File: src/hcp_pkg.sv
// Shared constants and types for the heads-count probability unit.
package hcp_pkg;

    localparam int DEF_MAX_TARGET = 64;
    localparam int DEF_FRAC_BITS  = 24;
    localparam int TARGET_W       = 7;

    // Per-cycle commands broadcast from the sequencer to every cell.
    typedef struct packed {
        logic mul_en;
        logic upd_en;
        logic clear;
    } cell_ctrl_t;

endpackage

File: src/hcp_cell.sv
// One distribution entry of the head-count chain with its two products.
module hcp_cell #(
    parameter int FRAC_BITS = 24,
    parameter bit IS_FIRST  = 1'b0
) (
    input  logic                   aclk,
    input  logic                   aresetn,
    input  hcp_pkg::cell_ctrl_t    ctrl_i,
    input  logic [FRAC_BITS:0]     left_i,
    input  logic [FRAC_BITS:0]     p_i,
    input  logic [FRAC_BITS:0]     q_i,
    output logic [FRAC_BITS:0]     entry_o
);
    import hcp_pkg::*;

    localparam int VAL_W  = FRAC_BITS + 1;
    localparam int PROD_W = 2 * VAL_W;
    localparam logic [VAL_W-1:0] ONE_VAL   = VAL_W'(1) << FRAC_BITS;
    localparam logic [VAL_W:0]   ONE_SUM   = (VAL_W + 1)'(1) << FRAC_BITS;
    localparam logic [VAL_W-1:0] RESET_VAL = IS_FIRST ? ONE_VAL : '0;

    logic [VAL_W-1:0]  entry_reg, entry_next;
    logic [VAL_W-1:0]  prod_left_reg, prod_self_reg;
    logic [PROD_W-1:0] left_full, self_full;
    logic [VAL_W:0]    sum;

    assign left_full = PROD_W'(left_i) * PROD_W'(p_i);
    assign self_full = PROD_W'(entry_reg) * PROD_W'(q_i);

    // Both operands never exceed 1.0, so the truncated products fit VAL_W bits.
    always_ff @(posedge aclk) begin
        if (ctrl_i.mul_en) begin
            prod_left_reg <= left_full[FRAC_BITS +: VAL_W];
            prod_self_reg <= self_full[FRAC_BITS +: VAL_W];
        end
    end

    assign sum = {1'b0, prod_left_reg} + {1'b0, prod_self_reg};

    always_comb begin
        entry_next = entry_reg;
        if (ctrl_i.clear) begin
            entry_next = RESET_VAL;
        end else if (ctrl_i.upd_en) begin
            entry_next = (sum > ONE_SUM) ? ONE_VAL : sum[VAL_W-1:0];
        end
    end

    always_ff @(posedge aclk) begin
        if (!aresetn) begin
            entry_reg <= RESET_VAL;
        end else begin
            entry_reg <= entry_next;
        end
    end

    assign entry_o = entry_reg;

endmodule

File: config.mk
export PLATFORM = sky130hd
export DESIGN_NAME = hcp_cell
export DESIGN_NICKNAME = d
export VERILOG_FILES = /design/src/hcp_pkg.sv /design/src/hcp_cell.sv
export SDC_FILE = /design/constraint.sdc
export NUM_CORES = 2
export LEC_CHECK = 0
export CAP_MARGIN = 20
export CORE_UTILIZATION = 25
export DETAILED_ROUTE_END_ITERATION = 10
export DONT_BUFFER_PORTS = 1
export SETUP_SLACK_MARGIN = 0.15
export SYNTH_ARGS = -nofsm -noshare
export SYNTH_HDL_FRONTEND = slang
export SYNTH_SLANG_ARGS = --single-unit
File: constraint.sdc
create_clock -name aclk -period 10.53 [get_ports aclk]
set_clock_uncertainty 0.1 [all_clocks]
set_input_delay 1.5795 -clock aclk [delete_from_list [all_inputs] [get_ports aclk]]
set_output_delay 1.5795 -clock aclk [all_outputs]
set_load 0.05 [all_outputs]
==> impl.org <==
** Status
- The run finished with clean final reports.

** Final layout
- P&R area growth vs syn :: 5.62%
- Registers take 2020 sq um.
- The net count of the finished layout is about 6000.
- Area taken by multi-input logic gates :: 35400 sq um
- Fill cells :: roughly 18000
- Number of non-filler instances in the completed layout :: 6752
- The post-route netlist has 1.50% of its cells at a drive strength greater than 1.

** GRT
- Antenna violations before repair :: 3
- First-pass GRT wire length :: around 190000 um
- Largest net degree at the start of global routing :: 51
- Summed over all layers, the global routing overflow is 0.
- Total routing resource utilization after global routing :: a little over an eighth
- The via count of the first global-routing pass came to around 33000.

** Yosys
- The number of nets handed over by synthesis was a little over 6000.
- After synthesis, the largest area contributor takes up between 40 and 50% of total cell area.
- Yosys mapped the design onto 65 distinct sky130hd cell types.
- In the synthesized netlist the dominant register cell turns out to be sky130_fd_sc_hd__edfxtp_1.
- By area the synthesized netlist is led by sky130_fd_sc_hd__fa_1 49%, sky130_fd_sc_hd__ha_1 11%, sky130_fd_sc_hd__inv_1 11%.
- After synthesis, the share of flip-flops with an asynchronous set or reset is 0%.
- Cell with the most instances after synthesis :: sky130_fd_sc_hd__inv_1
- Total standard cell area after synthesis :: approximately 43000 sq um
- Portion of the post-synthesis area used by sequential elements :: between 4 and 5%
- Library cell with the largest summed area after synthesis :: sky130_fd_sc_hd__fa_1
- In this run the mean area of a mapped cell was ~9.1 sq um.
- After synthesis, the most frequently instantiated cells are 1217 x sky130_fd_sc_hd__inv_1, 1049 x sky130_fd_sc_hd__fa_1, 651 x sky130_fd_sc_hd__nand2_1, 643 x sky130_fd_sc_hd__and2_1, 379 x sky130_fd_sc_hd__ha_1.
- Flip-flop and latch count after synthesis :: 75
- Synthesis produced a netlist whose cell count is 4708.
- Number of enable flip-flop cells after synthesis :: 50
- The Yosys step of the flow raised 0 warnings.

** Clock network
- The clock passes through at most 2 buffers.
- At the later pin of the worst-skew pair, clock insertion delay measures 370 ps.
- Once the clock tree was built, the resizer swapped 0 gates to a different size.
- Setup Buffers After CTS :: 0
- Number of hold buffers added after cts :: 0
- Clock-pin slew was measured on the worst setup and hold paths at around 70 ps.
- Counting the buffers created by CTS gives 9.
- Clock root cell :: sky130_fd_sc_hd__clkbuf_16
- CTS saw 75 sinks.
- TritonCTS built the clock tree.
- The H-tree generated during clock tree synthesis spans 3 levels.

** Worst setup path
- Reg-to-reg endpoint :: prod_self_reg[23]
- On the worst path, the slowest cell contributes a delay of between 500 and 600 ps.
- Crit path max-delay cell type :: sky130_fd_sc_hd__fa_1
- WP data arrival :: 8070 ps
- CP dominant cell by count :: sky130_fd_sc_hd__fa_1
- Maximum fanout along the worst path :: 25
- Setup slack of the most critical reg-to-reg path :: roughly 2600 ps
- Crit end category :: flop
- Worst R2R Start :: entry_o[6]
- Chain of cells forming the critical path :: and2_1 > fa_1 > fa_1 > inv_1 > fa_1 > inv_1 > fa_1 > inv_1 > fa_1 > inv_1 > fa_1 > inv_1 > fa_1 > inv_1 > ha_1 > nand4_1 > nor2_1 > o21ai_0 > nor3_1 > o21ai_0 > o31ai_1 > a211oi_1 > nor3_1
- The worst setup path is launched from an input pin.
- Kind of critical path :: input pin to flop
- Measured in cells, the most critical reg-to-reg path has a length of 21.
- Data on the critical path is required at its endpoint by roughly 11000 ps.

** Timing
- Worst max-slew margin expressed relative to the limit :: 27.2%
- Worst hold margin :: between 400 and 500 ps
- After layout, the minimum clock period comes to approximately 8000 ps.
- Max Clk Rate :: around 0.13 GHz
- Number of setup violations in the final report :: 0
- Final sum of negative setup slack :: 0 ps
- The final critical path takes up between 70% and 80% of the cycle.
- Setup repair after global routing left no endpoint under its margin.
- Max Slew Vio Count :: 0
- The count of endpoints failing hold in the final timing report came to 0.
- At the pin with the least slew margin, the transition time is ~1100 ps.

** Placed design
- Routability-driven placement congestion ratio :: 0.837
- Count of input and output buffers :: 0
- Counting tap cells, the placed design contains a total of between 6000 and 7000 instances.
- Summed over all nets, the half-perimeter wirelength after detailed placement is ~93000 um.

** Route
- In the routed layout, each cell is associated on average with a via count of roughly 4.5.
- Across all layers, the routed design uses 30100 vias.
- The first routing iteration left 1568 violations.
- After detailed routing, the number of remaining DRC violations is 0.
- Total length of routed wires :: between 100000 and 150000 um
- Number of iterations in the first detailed-routing pass :: 7
- In the final routed layout, each cell accounts on average for roughly 17 um.
- In this run the remaining antenna-violating nets after routing total 0.

** Floorplanning
- Boundary Pins :: between 100 and 150
- Die Span X :: roughly 420 um
- Die Span Y :: roughly 420 um
- Area enclosed by the die boundary :: 173000 sq um
- In this run the core area contains between 150 and 200 standard-cell rows.
- Once the floorplan was initialized, standard cells occupied 25.2% of the core.
- Core Box Area :: 170000 sq um

** Hold path
- Worst Hold Depth :: 1
- Startpoint of the worst hold path :: entry_o[8]
- The tightest min-delay check is of the flop to flop type.
- The worst hold path terminates at entry_o[8].

** Run
- Reported max-cap violation count :: 0
-- worst max-delay path, delay by kind of cell --
kind	cells	cell delay [ps]
adders and majority gates	8	3900
buffers and inverters	6	320
and+or+nand+nor	5	1130
AOI/OAI and AO/OA	4	1140
-- area by class of cell --
cell class	count	share of cell area [%]
clock inverter	7	0.124
antenna	2	0.0111
multi-input combinational	3199	78.3
tap	2218	6.13
clock buffer	9	0.497
inverter	1218	10.1
sequential	75	4.46
timing repair buffer	24	0.398
-- cells in the final DEF (no fill, tap or decap), types with 36 or more instances in the layout --
cell / n
sky130_fd_sc_hd__a21o_1: 47
sky130_fd_sc_hd__a21oi_1: 79
sky130_fd_sc_hd__and2_1: 643
sky130_fd_sc_hd__edfxtp_1: 50
sky130_fd_sc_hd__fa_1: 1049
sky130_fd_sc_hd__ha_1: 379
sky130_fd_sc_hd__inv_1: 1217
sky130_fd_sc_hd__nand2_1: 651
sky130_fd_sc_hd__nor2_1: 36
sky130_fd_sc_hd__o21ai_0: 41
sky130_fd_sc_hd__xnor2_1: 59
-- cells by family after synthesis --
group | count (synthesis) | share of synthesized area (%)
DFF | 75 | 4.67
AOI/OAI and AO/OA | 283 | 4.49
buffers and inverters | 1434 | 12.6
adders and majority gates | 1428 | 60.0
xor gates and xnor gates | 81 | 1.65
and+or+nand+nor | 1407 | 16.5
-- per-stage QoR --
step	utilization [%]	setup slack, ps	area, sq um
final	26.7	2570	45300
after global routing	26.7	2220	45300
after CTS	26.7	2550	45300
after detailed placement	26.5	2150	45000
after global placement	26.5	2150	45000
after floorplan	-	2320	42900
-- per-layer routing --
layer	global-route usage, %	wire [um]	vias up
met5	0	0	-
met4	2.58	1700	0
met3	1.95	7510	119
met2	22.9	54900	943
met1	18.8	51300	15700
li1	-	-	13300
-- worst max-delay path by stage --
stage / end / start / slack [ps] / depth (start not counted)
2_1_floorplan: prod_left_reg[18] / p_i[4] / 2320 / 27
3_3_place_gp: prod_self_reg[22] / q_i[1] / 2150 / 24
3_5_place_dp: prod_left_reg[24] / p_i[1] / 2150 / 22
4_1_cts: prod_left_reg[24] / p_i[1] / 2550 / 22
5_1_grt: prod_left_reg[24] / p_i[1] / 2220 / 22
6_report: prod_self_reg[13] / q_i[1] / 2570 / 23
Power is left out: the tool's default activity adds up to more than one toggle a clock period on the data nets, which glitch-free logic cannot reach.
